<file path="config.mk">
export PLATFORM = sky130hd
export DESIGN_NAME = bounded_set_table_top
export DESIGN_NICKNAME = d
export VERILOG_FILES = /design/src/sv/bst_pkg.sv /design/src/sv/bst_ctrl.sv /design/src/sv/bst_dp.sv /design/src/sv/bounded_set_table_top.sv
export SDC_FILE = /design/constraint.sdc
export NUM_CORES = 1
export LEC_CHECK = 0
export BUFFER_PORTS_ARGS = -buffer_cell sky130_fd_sc_hd__buf_4
export CORE_UTILIZATION = 30
export DETAILED_ROUTE_END_ITERATION = 8
export SKIP_LAST_GASP = 1
export SYNTH_ARGS = -nofsm -noshare
export SYNTH_HDL_FRONTEND = slang
export SYNTH_SLANG_ARGS = --single-unit
</file>
<file path="constraint.sdc">
create_clock -name clk -period 9.2 [get_ports clk]
set_input_delay 0.46 -clock clk [delete_from_list [all_inputs] [get_ports clk]]
set_output_delay 0.46 -clock clk [all_outputs]
set_load 0.02 [all_outputs]
</file>
<file path="src/sv/bst_pkg.sv">
// shared constants, request codes and control structs for the bounded set table
// depends on nothing; imported by bst_ctrl, bst_dp and bounded_set_table_top
package bst_pkg;

  localparam int CAPACITY  = 32;
  localparam int KEY_WIDTH = 32;
  localparam int IDX_W     = $clog2(CAPACITY);
  localparam int CNT_W     = $clog2(CAPACITY + 1);
  localparam int KIND_W    = 2;

  localparam logic [CNT_W-1:0] CAP_CNT = CNT_W'(CAPACITY);

  localparam logic [KIND_W-1:0] KIND_INSERT = 2'd0;
  localparam logic [KIND_W-1:0] KIND_REMOVE = 2'd1;
  localparam logic [KIND_W-1:0] KIND_LOOKUP = 2'd2;

  // controller to datapath
  typedef struct packed {
    logic start;       // latch request, reset scan
    logic scan;        // one scan step
    logic set_reject;  // insert refused, table full
    logic insert;      // store key at slot count
    logic rd_last;     // read last used entry
    logic move;        // last entry into freed slot
    logic load;        // load result register
  } bst_cmd_t;

  // datapath to controller
  typedef struct packed {
    logic              hit;
    logic              miss;
    logic              present;
    logic              full;
    logic              out_busy;
    logic [KIND_W-1:0] kind;
  } bst_stat_t;

endpackage

</file>
<file path="src/sv/bst_ctrl.sv">
// request sequencer for the bounded set table: scan, decide, write back, report
// depends on bst_pkg
module bst_ctrl import bst_pkg::*; (
  input  logic      clk,
  input  logic      rst_n,
  input  logic      in_valid,
  output logic      in_ready,
  input  bst_stat_t stat,
  output bst_cmd_t  cmd
);

  typedef enum logic [2:0] {
    ST_IDLE,
    ST_SCAN,
    ST_DECIDE,
    ST_MOVE,
    ST_RESULT
  } state_t;

  state_t state_r, state_nxt;

  always_comb begin
    state_nxt = state_r;
    cmd       = '0;
    in_ready  = 1'b0;
    case (state_r)
      ST_IDLE: begin
        in_ready = 1'b1;
        if (in_valid) begin
          cmd.start = 1'b1;
          state_nxt = ST_SCAN;
        end
      end
      ST_SCAN: begin
        cmd.scan = 1'b1;
        if (stat.hit || stat.miss) begin
          state_nxt = ST_DECIDE;
        end
      end
      ST_DECIDE: begin
        state_nxt = ST_RESULT;
        if (stat.kind == KIND_INSERT && !stat.present) begin
          if (stat.full) begin
            cmd.set_reject = 1'b1;
          end else begin
            cmd.insert = 1'b1;
          end
        end else if (stat.kind == KIND_REMOVE && stat.present) begin
          cmd.rd_last = 1'b1;
          state_nxt   = ST_MOVE;
        end
      end
      ST_MOVE: begin
        cmd.move  = 1'b1;
        state_nxt = ST_RESULT;
      end
      ST_RESULT: begin
        if (!stat.out_busy) begin
          cmd.load  = 1'b1;
          state_nxt = ST_IDLE;
        end
      end
      default: begin
        state_nxt = ST_IDLE;
      end
    endcase
  end

  always_ff @(posedge clk) begin
    if (!rst_n) begin
      state_r <= ST_IDLE;
    end else begin
      state_r <= state_nxt;
    end
  end

endmodule

</file>
<file path="src/sv/bst_dp.sv">
// datapath of the bounded set table: key memory, scan pointer, count, result register
// depends on bst_pkg
module bst_dp import bst_pkg::*; (
  input  logic                 clk,
  input  logic                 rst_n,
  input  logic [KIND_W-1:0]    in_kind,
  input  logic [KEY_WIDTH-1:0] in_key,
  input  bst_cmd_t             cmd,
  output bst_stat_t            stat,
  input  logic                 out_ready,
  output logic                 out_valid,
  output logic                 out_was_present,
  output logic [IDX_W-1:0]     out_slot,
  output logic [CNT_W-1:0]     out_entry_count,
  output logic                 out_full_reject
);

  logic [KEY_WIDTH-1:0] mem [CAPACITY];
  logic [KEY_WIDTH-1:0] rd_data_r;

  logic [KIND_W-1:0]    kind_r;
  logic [KEY_WIDTH-1:0] key_r;
  logic [CNT_W-1:0]     count_r;
  logic [CNT_W-1:0]     rd_ptr_r;
  logic [IDX_W-1:0]     cmp_idx_r;
  logic                 cmp_valid_r;
  logic                 present_r;
  logic [IDX_W-1:0]     slot_r;
  logic                 reject_r;
  logic                 out_valid_r;
  logic                 out_present_r;
  logic [IDX_W-1:0]     out_slot_r;
  logic [CNT_W-1:0]     out_count_r;
  logic                 out_reject_r;

  logic                 issue;
  logic                 rd_en;
  logic [IDX_W-1:0]     rd_addr;
  logic [CNT_W-1:0]     last_cnt;
  logic                 hit;
  logic                 miss;

  assign last_cnt = count_r - CNT_W'(1);
  assign issue    = cmd.scan && (rd_ptr_r < count_r);
  assign rd_en    = issue || cmd.rd_last;
  assign rd_addr  = cmd.rd_last ? last_cnt[IDX_W-1:0] : rd_ptr_r[IDX_W-1:0];
  assign hit      = cmp_valid_r && (rd_data_r == key_r);
  assign miss     = (count_r == '0)
                  || (cmp_valid_r && !hit && ({1'b0, cmp_idx_r} == last_cnt));

  assign stat.hit      = hit;
  assign stat.miss     = miss;
  assign stat.present  = present_r;
  assign stat.full     = (count_r == CAP_CNT);
  assign stat.out_busy = out_valid_r && !out_ready;
  assign stat.kind     = kind_r;

  // key memory, one write and one registered read port
  always_ff @(posedge clk) begin
    if (rd_en) begin
      rd_data_r <= mem[rd_addr];
    end
    if (cmd.insert) begin
      mem[count_r[IDX_W-1:0]] <= key_r;
    end else if (cmd.move) begin
      mem[slot_r] <= rd_data_r;
    end
  end

  // request payload and scan bookkeeping
  always_ff @(posedge clk) begin
    if (cmd.start) begin
      kind_r    <= in_kind;
      key_r     <= in_key;
      rd_ptr_r  <= '0;
      present_r <= 1'b0;
      slot_r    <= '0;
      reject_r  <= 1'b0;
    end else begin
      if (issue) begin
        rd_ptr_r <= rd_ptr_r + CNT_W'(1);
      end
      if (cmd.scan && hit) begin
        present_r <= 1'b1;
        slot_r    <= cmp_idx_r;
      end
      if (cmd.insert) begin
        slot_r <= count_r[IDX_W-1:0];
      end
      if (cmd.set_reject) begin
        reject_r <= 1'b1;
      end
    end
    cmp_idx_r <= rd_ptr_r[IDX_W-1:0];
  end

  always_ff @(posedge clk) begin
    if (!rst_n) begin
      count_r     <= '0;
      cmp_valid_r <= 1'b0;
      out_valid_r <= 1'b0;
    end else begin
      cmp_valid_r <= issue;
      if (cmd.insert) begin
        count_r <= count_r + CNT_W'(1);
      end else if (cmd.move) begin
        count_r <= last_cnt;
      end
      if (cmd.load) begin
        out_valid_r <= 1'b1;
      end else if (out_ready) begin
        out_valid_r <= 1'b0;
      end
    end
  end

  always_ff @(posedge clk) begin
    if (cmd.load) begin
      out_present_r <= present_r;
      out_slot_r    <= slot_r;
      out_count_r   <= count_r;
      out_reject_r  <= reject_r;
    end
  end

  assign out_valid       = out_valid_r;
  assign out_was_present = out_present_r;
  assign out_slot        = out_slot_r;
  assign out_entry_count = out_count_r;
  assign out_full_reject = out_reject_r;

  a_count_bound: assert property (@(posedge clk) disable iff (!rst_n)
    count_r <= CAP_CNT) else $error("entry count above capacity");

  a_insert_room: assert property (@(posedge clk) disable iff (!rst_n)
    cmd.insert |-> count_r != CAP_CNT) else $error("insert into full table");

  a_move_dec: assert property (@(posedge clk) disable iff (!rst_n)
    cmd.move |=> count_r == $past(count_r) - CNT_W'(1))
    else $error("remove did not lower count");

  a_load_free: assert property (@(posedge clk) disable iff (!rst_n)
    cmd.load |-> !(out_valid_r && !out_ready)) else $error("result overwritten");

endmodule

</file>
<file path="src/sv/bounded_set_table_top.sv">
// top level of the bounded set table: request sequencer plus key datapath
// depends on bst_pkg, bst_ctrl, bst_dp
//
// the table holds up to 32 distinct 32-bit keys in a memory with one write and
// one registered read port, with a count of entries in use; every request
// (insert, remove, lookup, with the unused kind code acting as a lookup) gives
// exactly one result transfer carrying was_present, slot, entry_count and
// full_reject. one request is handled at a time: the match scan reads one
// stored key per cycle through the registered memory read port, and a remove
// of a present key then reads the last entry and writes it into the freed
// slot. the key memory has no reset; entries at or above the count are never
// read. a finished result sits in the output register, and the next request
// is accepted the cycle after it has been loaded there.
module bounded_set_table_top import bst_pkg::*; (
  input  logic                 clk,
  input  logic                 rst_n,
  input  logic                 in_valid,
  output logic                 in_ready,
  input  logic [KIND_W-1:0]    in_kind,
  input  logic [KEY_WIDTH-1:0] in_key,
  output logic                 out_valid,
  input  logic                 out_ready,
  output logic                 out_was_present,
  output logic [IDX_W-1:0]     out_slot,
  output logic [CNT_W-1:0]     out_entry_count,
  output logic                 out_full_reject
);

  bst_cmd_t  cmd;
  bst_stat_t stat;

  // state machine: idle, scan, decide, move, result
  bst_ctrl u_ctrl (
    .clk      (clk),
    .rst_n    (rst_n),
    .in_valid (in_valid),
    .in_ready (in_ready),
    .stat     (stat),
    .cmd      (cmd)
  );

  // key memory, scan compare, count and output register
  bst_dp u_dp (
    .clk             (clk),
    .rst_n           (rst_n),
    .in_kind         (in_kind),
    .in_key          (in_key),
    .cmd             (cmd),
    .stat            (stat),
    .out_ready       (out_ready),
    .out_valid       (out_valid),
    .out_was_present (out_was_present),
    .out_slot        (out_slot),
    .out_entry_count (out_entry_count),
    .out_full_reject (out_full_reject)
  );

endmodule

</file>
[After elaboration in Yosys (flattened, before gate mapping)]
Memories as Yosys holds them, arrays and structs flattened. A register that Yosys moved wholly into a read port is not among the register bits.
Index checks and enable logic that the tools add are counted.
Operators by class
  add/subtract/negate cells: 3
  $lt $le $gt $ge: 1
  equality and inequality tests: 11
  muxes and demuxes: 34
  reductions and logical operators: 22
Operator list (count)
  $eq A32 B32 Y1: 1
  $mux W32: 1
  $reduce_or A32 Y1: 1
  $mux W5: 4
  $mux W1: 19
  $mux W3: 6
  $pmux W3 S5: 1
  $add A6 B1 Y6 const B: 2
  $mux W6: 2
  $logic_and A1 B1 Y1: 8
  $eq A3 B2 Y1 const B: 2
  $eq A5 B6 Y1: 1
  $eq A6 B6 Y1 const B: 1
  $logic_not A6 Y1: 1
  $lt A6 B6 Y1: 1
  $reduce_bool A2 Y1: 3
  $sub A6 B1 Y6 const B: 1
  $ne A2 B2 Y1 const B: 2
  $eq A3 B1 Y1 const B: 1
  $eq A3 B3 Y1 const B: 1
  $logic_not A1 Y1: 3
  $logic_not A3 Y1: 1
  $logic_or A1 B1 Y1: 3
  $reduce_and A3 Y1: 1
  4 further kinds: 4
Word-level totals
  bits in registers: 76
  memory bits (writable): 1024
  bits of input ports: 38
  output and inout port bits: 15
  word-level logic and storage cells: 87
  memories kept: 1
Memory list
  u_dp.mem: words 32, bits a word 32, read ports 1, clocked after Yosys merged registers in 1, write ports 1, RTL line bst_dp.sv:18  | logic [KEY_WIDTH-1:0] mem [CAPACITY];

[Longest topological paths before layout]
Gate-level depths: netlist of the first run.
  depth after elaboration: 9
  gate-level depth with buffers: 12
  depth with buffers taken out: 9

[By module]
A second synthesis of the first run with hierarchy kept.
Second synthesis, totals
  cell total of the unflattened synthesis: 2956
  area total of the unflattened synthesis: 46474.6 µm²
By module, submodules not included
  bst_dp: instances 1, cells each 2928, area an instance 46249.4 µm², sequential area each 33642.3 µm²
  bst_ctrl: instances 1, cells each 28, area an instance 225.2 µm², sequential area each 60.1 µm²

[Worst setup path before layout of the first run]
OpenSTA, ideal clock, no wires.
  kind: register to register
  from: register u_dp.count_r[0]
  to: memory u_dp.mem[11][0] (enable)
  library setup time: 421 ps
  data arrival time: 3417 ps
  required time: 8779 ps
  setup slack: 5362 ps
  cell stages (with the launch flop): 9
  buffers on the path: 1
  period minus slack after synthesis: 3838 ps
  path through: dfxtp_1 buf_2 clkinv_1 ha_1 nor4b_1 a2111oi_2 and3_1 a31oi_1 nor2_1
Between the ends
  word-level cells in the longest chain between the ends: 8
  elaborated cells on any way between the ends: 11
  those cells by class: 1 x eq/ne; 9 x mux; 1 x reduce/logical
Ends and longest elaborated chain
  from (decl): RTL line bst_dp.sv:23  | logic [CNT_W-1:0] count_r;
  from (signal assigned): RTL line bst_dp.sv:105  | count_r <= count_r + CNT_W'(1);
  from (signal assigned): RTL line bst_dp.sv:107  | count_r <= last_cnt;
  $eq A6 B6 Y1: RTL line bst_dp.sv:54  | assign stat.full = (count_r == CAP_CNT);
  $mux W1: RTL line bst_ctrl.sv:43  | if (stat.full) begin
  $mux W2: RTL line bst_ctrl.sv:42  | if (stat.kind == KIND_INSERT && !stat.present) begin
  $mux W3: RTL line bst_ctrl.sv:26  | case (state_r)
  $mux W1: RTL line bst_dp.sv:63  | if (cmd.insert) begin
  $mux W1 (implied by the code): RTL line bst_dp.sv:66  | mem[slot_r] <= rd_data_r;
  $reduce_or A32 Y1 (no line)
  $mux W5 (no line) / $mux W1 (equally long branches)
  to (decl): RTL line bst_dp.sv:18
Parallel ways exist; a longest one is shown, timed or not.

[Worst setup path after layout of the first run]
  from: register u_dp.count_r[0]
  to: register u_dp.rd_data_r[30], read port of u_dp.mem, data pin
Between the ends
  word-level cells in the longest chain between the ends: 3
  elaborated cells on any way between the ends: 5
  those cells by class: 1 x add/sub; 1 x order compare; 1 x mux; 2 x reduce/logical
Ends and longest elaborated chain
  $lt A6 B6 Y1: RTL line bst_dp.sv:44  | assign issue = cmd.scan && (rd_ptr_r < count_r);
  $logic_and A1 B1 Y1: RTL line bst_dp.sv:44
  $logic_or A1 B1 Y1: RTL line bst_dp.sv:45  | assign rd_en = issue || cmd.rd_last;
  to (decl): RTL line bst_dp.sv:19  | logic [KEY_WIDTH-1:0] rd_data_r;
Parallel ways exist; a longest one is shown, timed or not.
A chain may end at the register's enable or synchronous reset.

==> impl_metrics.toml, run 1 <==
[detailed_routing]
drc = 0
vias = 28209
drt_iter0_drc = 3258
first_pass_iters = 6
final_antenna_net_count = 0
vias_per_cell = 5.21
routed_wl_um = 128000
post_drt_wl_per_cell_um = 23.6

[setup_path]
rr_worst_depth = 9
cp_data_required_time_ns = 9.61
cp.arrival_ns = 5.08
crit_path_end_kind = "register"
critical_path_class = "reg2reg"
worst_r2r_endpoint = "u_dp.rd_data_r[30]"
rrSetupSlack_ns = 4.53
startpoint_type = "register"
rr_startpoint = "u_dp.count_r[0]"
crit_fanout = 33

[worst_hold_path]
hold_path_depth = 3
hold_class = "in2reg"
hold-path-endpoint = "u_dp.out_valid"
hp-start = "out_ready"

[clocking]
post-cts-setup-buffers = 0
cts-buffers-inserted = 113
insertion_delay_ns = 0.72
cts_tree = "built"
clock_sinks = 1132
cts_root_buf = "clkbuf_16"
htree_levels = 3
clkTransAtPathRegs_ns = 0.06
clk_path_buf_depth = 3

[logic_synthesis]
synth_common_cells = "edfxtp_1, nand2_1, nand3_1"
synthTopCellsByArea = "edfxtp_1, nand2_1, a211oi_1"
synth_xor_area_share_pct = 0.888
synth_top_area_share_pct = 73.0
synthSimpleGateAreaFrac_pct = 14.3
yosysUniqueCellTypes = 54
yosysWarnings = 0
synth_most_common_cell = "edfxtp_1"
synth.cell_area_um2 = 45300
synth_edf_count = 1103
async_flop_share_pct = 0
synth_flop_cell = "edfxtp_1"
syn_nets = 3317
yosys.area_share.adder_pct = 0.248
synth_top_family_by_area = "simple AND/OR/NAND/NOR gates"
synth.mux.area_fraction_pct = 0.226
synth_seq_cells = 1132
synth_cells = 3270
synth_compound_area_share_pct = 7.57
ys_seq_area_share_pct = 74.3
syn_area_per_cell_um2 = 13.9
synth_top_area_cell = "edfxtp_1"

[pwr]
share_comb_of_total_power_pct = 8.3
p_int_uw = 8700
ir_drop_mv = 0.133
powerDensity_nw_per_um2 = 220
switching_share_pct = 24.0
p_leak_uw = 0.0170
p_switching_uw = 2750
seqPwrFrac_pct = 51.6
p_clk_share_pct = 40.0

[floorplanning]
dieHeight_um = 391
die_area_um2 = 153000
initial_utilization_pct = 30.2
ioPinCount = 53
core_area_um2 = 150000
rows = 142
die_w_um = 391

[placed_design]
dp_hpwl_um = 65200
port_buffers = 52
dpl.cell_count = 5171
gp_congestion = 0.823

[sta]
period_needed_ns = 4.67
fin_crit_sh_pct = 50.8
maxSlewHeadroom_pct = 17.1
final_max_slew_viol_count = 0
worst_pin_slew_ns = 1.24
finalSetupViolations = 0
hold_violations = 0
finClkSkew_ns = 0.0289
tns_ns = 0
max_freq_mhz = 214
grt_setup_unrepaired = "false"

[cells_and_area]
areaGrowthSynthToFinish_pct = 14.8
drive_gt1_share_pct = 11.0
regArea_um2 = 33700
multi_input_area_um2 = 10900
instances_no_fill = 5419
fillCellCount = 14433
nNetsFinal = 3351

[grt]
grt_pass1_wl_um = 186000
grt_overflow = 0
grt_pass1_vias = 26759
track_usage_pct = 16.3
antenna_found_initial = 3
grt_max_degree = 175

[outcome]
run_status = "finished clean"

[run]
maxCapViolations = 0
-- cells by family after synthesis --
family,after synthesis
adder cells (fa/ha/maj),9
AND/OR/NAND/NOR,1358
AO/OA/AOI/OAI,473
flip-flops,1132
multiplexers,10
buffers and inverters,242
XOR/XNOR,46
-- power by group through the flow --
stage,Combinational (µW),Clock (µW),Sequential [µW]
after floorplan,620,0,5980
after global placement,928,0,6020
after detailed placement,939,0,6020
after CTS,953,4630,5910
after global routing,1030,4820,5920
final,952,4590,5910
-- worst max-delay path: stages, from the launching register on --
cell	delay, ns
dfxtp_1	0.61
clkinv_1	0.44
ha_1	0.39
xnor2_1	0.67
nand3_1	0.14
o21ai_0	0.34
and3_2	1.11
o21ai_0	0.35
nand4_1	0.25
a221oi_2	0.05
-- area by class of cell --
type	count	area share (%)
clock buffers	139	5.72
inverters	9	0.0649
clock inverters	74	1.36
multi-input cells	1896	20.9
diodes	1	0.00481
flip-flops and latches	1132	64.7
well taps	2016	4.85
repair buffers	152	2.38
-- sequential cells by signal (all words and copies together), names as in the netlist, 2 cells and up --
| name | cells |
|---|---|
| u_ctrl.state_r | 3 |
| u_dp.cmp_idx_r | 5 |
| u_dp.count_r | 6 |
| u_dp.key_r | 32 |
| u_dp.kind_r | 2 |
| u_dp.mem | 1024 |
| u_dp.out_entry_count | 6 |
| u_dp.out_slot | 5 |
| u_dp.rd_data_r | 32 |
| u_dp.rd_ptr_r | 6 |
| u_dp.slot_r | 5 |
-- layer usage --
| metal | GRT usage [%] | vias up | wire [µm] |
|---|---|---|---|
| met4 | 4.72 | 0 | 3300 |
| met5 | 0 | - | 0 |
| met3 | 2.53 | 194 | 9560 |
| li1 | - | 12553 | - |
| met1 | 22.8 | 14328 | 54800 |
| met2 | 26.2 | 1134 | 60100 |
-- worst max-delay path by stage --
stage	start	end
finish	u_dp.count_r[0]	u_dp.rd_data_r[30]
global route	u_dp.count_r[0]	u_dp.rd_data_r[0]
CTS	u_dp.count_r[0]	u_dp.rd_data_r[30]
detailed placement	u_dp.count_r[0]	u_dp.rd_data_r[30]
global placement	u_dp.count_r[0]	u_dp.rd_data_r[30]
floorplan	u_dp.count_r[0]	u_dp.mem[11][0]
-- repair_timing --
item | CTS | global route
setup endpoints to repair | 0 | 0
hold buffers | 34 | 0
resized for setup | 0 | 0
hold endpoints to repair | 34 | 0
-- through the flow --
step	hold WS (ns)	area [µm²]	util (%)	setup slack [ns]	total power (µW)
after CTS	0.0764	52100	34.7	4.60	11500
after global routing	0.119	52100	34.7	4.39	11800
after floorplan	0.354	45300	-	5.36	6600
final	0.112	52100	34.7	4.53	11500
after global placement	0.433	48000	32.0	4.67	6950
after detailed placement	0.433	48000	32.0	4.61	6960
-- cells in the final DEF (no fill, tap or decap), types with 21 or more instances in the layout --
cell type,count
a211oi_1,259
a221oi_2,30
and3_1,258
buf_4,117
clkbuf_1,21
clkbuf_16,113
clkinv_1,25
clkinv_2,26
dfxtp_1,29
dlygate4sd3_1,34
edfxtp_1,1103
nand2_1,638
nand3_1,267
nand4_1,98
nor2_4,34
o21ai_0,113
o21ai_1,24
xor2_1,35
No activity file was read; power rests on OpenSTA's default activity.
==> inputs of run 2 (changes only) <==
clock period = 4.25 ns   (was 9.2 ns; I/O delays follow)
==> impl_metrics.toml, run 2 (same netlist as run 1, synthesis figures left out) <==
[setup_path]
path_cells = "inv_1, ha_1, nor4b_1, nand2_1, nand2_1, nor2_1, a21oi_2, nor2_4, buf_4"
worst_r2r_endpoint = "u_dp.mem[8][1]"
slowest_stage = "a21oi_2"
rrSetupSlack_ns = 0.44
startpoint_type = "register"
crit_fanout = 19
max_stage_delay_ns = 0.89
rr_worst_depth = 9
crit_path_end_kind = "register"
rr_startpoint = "u_dp.count_r[1]"
critical_path_class = "reg2reg"
cp_data_required_time_ns = 4.65
crit_start = "u_dp.count_r[1]"
critical_path.most_common_cell = "nand2_1"
cp.arrival_ns = 4.20

[floorplanning]
rows = 142
die_area_um2 = 153000
initial_utilization_pct = 30.2
die_w_um = 391
dieHeight_um = 391
core_area_um2 = 150000
ioPinCount = 53

[cells_and_area]
layout_common_cells = "edfxtp_1, nand2_1, nand3_1"
max_flop_register = "u_dp.mem"
reg_top3 = "u_dp.mem (1024), u_dp.key_r (32), u_dp.rd_data_r (32)"
nNetsFinal = 3437
areaGrowthSynthToFinish_pct = 16.9
final_common_cell = "edfxtp_1"
largest_reg_flops = 1024
drive_gt1_share_pct = 13.0

[clocking]
insertion_delay_ns = 0.70
clkTransAtPathRegs_ns = 0.06
cts_resized = 0
cts-buffers-inserted = 114
clock_sinks = 1132
htree_levels = 3
cts_root_buf = "clkbuf_16"
cts_tree = "built"
clk_path_buf_depth = 3

[pwr]
ir_drop_mv = 0.346
powerDensity_nw_per_um2 = 467
p_leak_uw = 0.0175

[sta]
timing.final.ws_setup_ns = 0.444
max_freq_mhz = 263
worst_pin_slew_ns = 1.35
final_max_slew_viol_count = 0
finalSetupViolations = 0
grt_setup_unrepaired = "false"
tns_ns = 0
finClkSkew_ns = 0.0188
hold_violations = 0
maxSlewHeadroom_pct = 10.1
fin_crit_sh_pct = 89.5
period_needed_ns = 3.81

[grt]
antenna_found_initial = 2
grt_pass1_vias = 27240
grt_pass1_wl_um = 186000
grt_max_degree = 257
grt_overflow = 0
track_usage_pct = 16.3

[placed_design]
port_buffers = 52
dpl_worst_slack_ns = 0.537
dp_hpwl_um = 71900
gp_congestion = 0.846

[detailed_routing]
drc = 0
drt_iter0_drc = 3337
final_antenna_net_count = 0
routed_wl_um = 127000
post_drt_wl_per_cell_um = 23.2
vias_per_cell = 5.18
first_pass_iters = 6
vias = 28473

[worst_hold_path]
hold-path-endpoint = "u_dp.key_r[4]"
hp-start = "in_key[4]"
hold_path_depth = 2
hold_class = "in2reg"

[run]
maxCapViolations = 0

[outcome]
run_status = "finished clean"
-- run 2: cell count changes in the layout (fill, tap and decap cells not counted) --
cell,previous run,this run
clkbuf_8,5,2
clkbuf_16,113,116
clkinv_4,1,3
buf_12,1,37
inv_6,2,6
bufinv_16,10,6
inv_16,1,0
inv_8,1,0
clkbuf_1,21,23
clkinvlp_4,5,3
clkinv_1,25,22
buf_4,117,162
dlygate4sd3_1,34,38
clkinv_16,2,0
-- run 2: through the flow --
| stage | hold slack [ns] | power, µW | area, µm² | cells | utilization (%) |
|---|---|---|---|---|---|
| finish | 0.225 | 24800 | 53000 | 5499 | 35.3 |
| CTS | 0.197 | 24900 | 53000 | 5498 | 35.3 |
| floorplan | 0.311 | 14300 | 45300 | 3270 | - |
| global route | 0.232 | 25500 | 53000 | 5498 | 35.3 |
| detailed placement | 0.392 | 15400 | 49100 | 5252 | 32.7 |
| global placement | 0.391 | 15300 | 49100 | 5252 | 32.7 |
-- run 2: worst max path at each step --
stage | to | slack [ns] | cells past startpoint
global placement | u_dp.mem[8][10] | 0.55 | 9
detailed placement | u_dp.mem[30][17] | 0.54 | 7
global route | u_dp.mem[8][10] | 0.26 | 9
finish | u_dp.mem[8][1] | 0.44 | 9
CTS | u_dp.mem[8][6] | 0.52 | 9
floorplan | u_dp.mem[27][0] | 0.41 | 8
-- run 2: power by group --
part	switching (µW)	internal, µW	leakage (µW)
logic	1720	688	0.00555
registers	124	12700	0.0102
clock network	4200	5390	0.00174
-- run 2: critical path, delay by kind of cell (launching register included) --
| kind | cells | cell delay (ns) |
|---|---|---|
| flip-flops | 1 | 0.41 |
| adder cells (fa/ha/maj) | 1 | 0.16 |
| AO/OA/AOI/OAI | 1 | 0.89 |
| AND/OR/NAND/NOR | 5 | 1.48 |
| buffers and inverters | 2 | 0.55 |
-- run 2: area by class of cell --
class | count | area [µm²]
Fill cell | 14288 | 96900
Sequential cell | 1132 | 33700
Multi-Input combinational cell | 1896 | 10900
Clock buffer | 141 | 3020
Tap cell | 2016 | 2520
Timing Repair Buffer | 237 | 2340
Clock inverter | 67 | 523
Inverter | 9 | 33.8
Antenna cell | 1 | 2.50
-- run 2: layer usage --
| layer | up-vias | GRT usage, % | share of wire [%] |
|---|---|---|---|
| met5 | - | 0 | 0 |
| met4 | 0 | 5.23 | 2.6 |
| met3 | 189 | 3.46 | 8.9 |
| met2 | 1190 | 25.0 | 45 |
| met1 | 14369 | 23.0 | 43 |
| li1 | 12725 | - | - |
-- run 2: what timing repair did --
item / 4_1_cts / 5_1_grt
hold buffers: 38 / 0
setup buffers: 0 / 0
endpoints found under the hold margin: 44 / 0
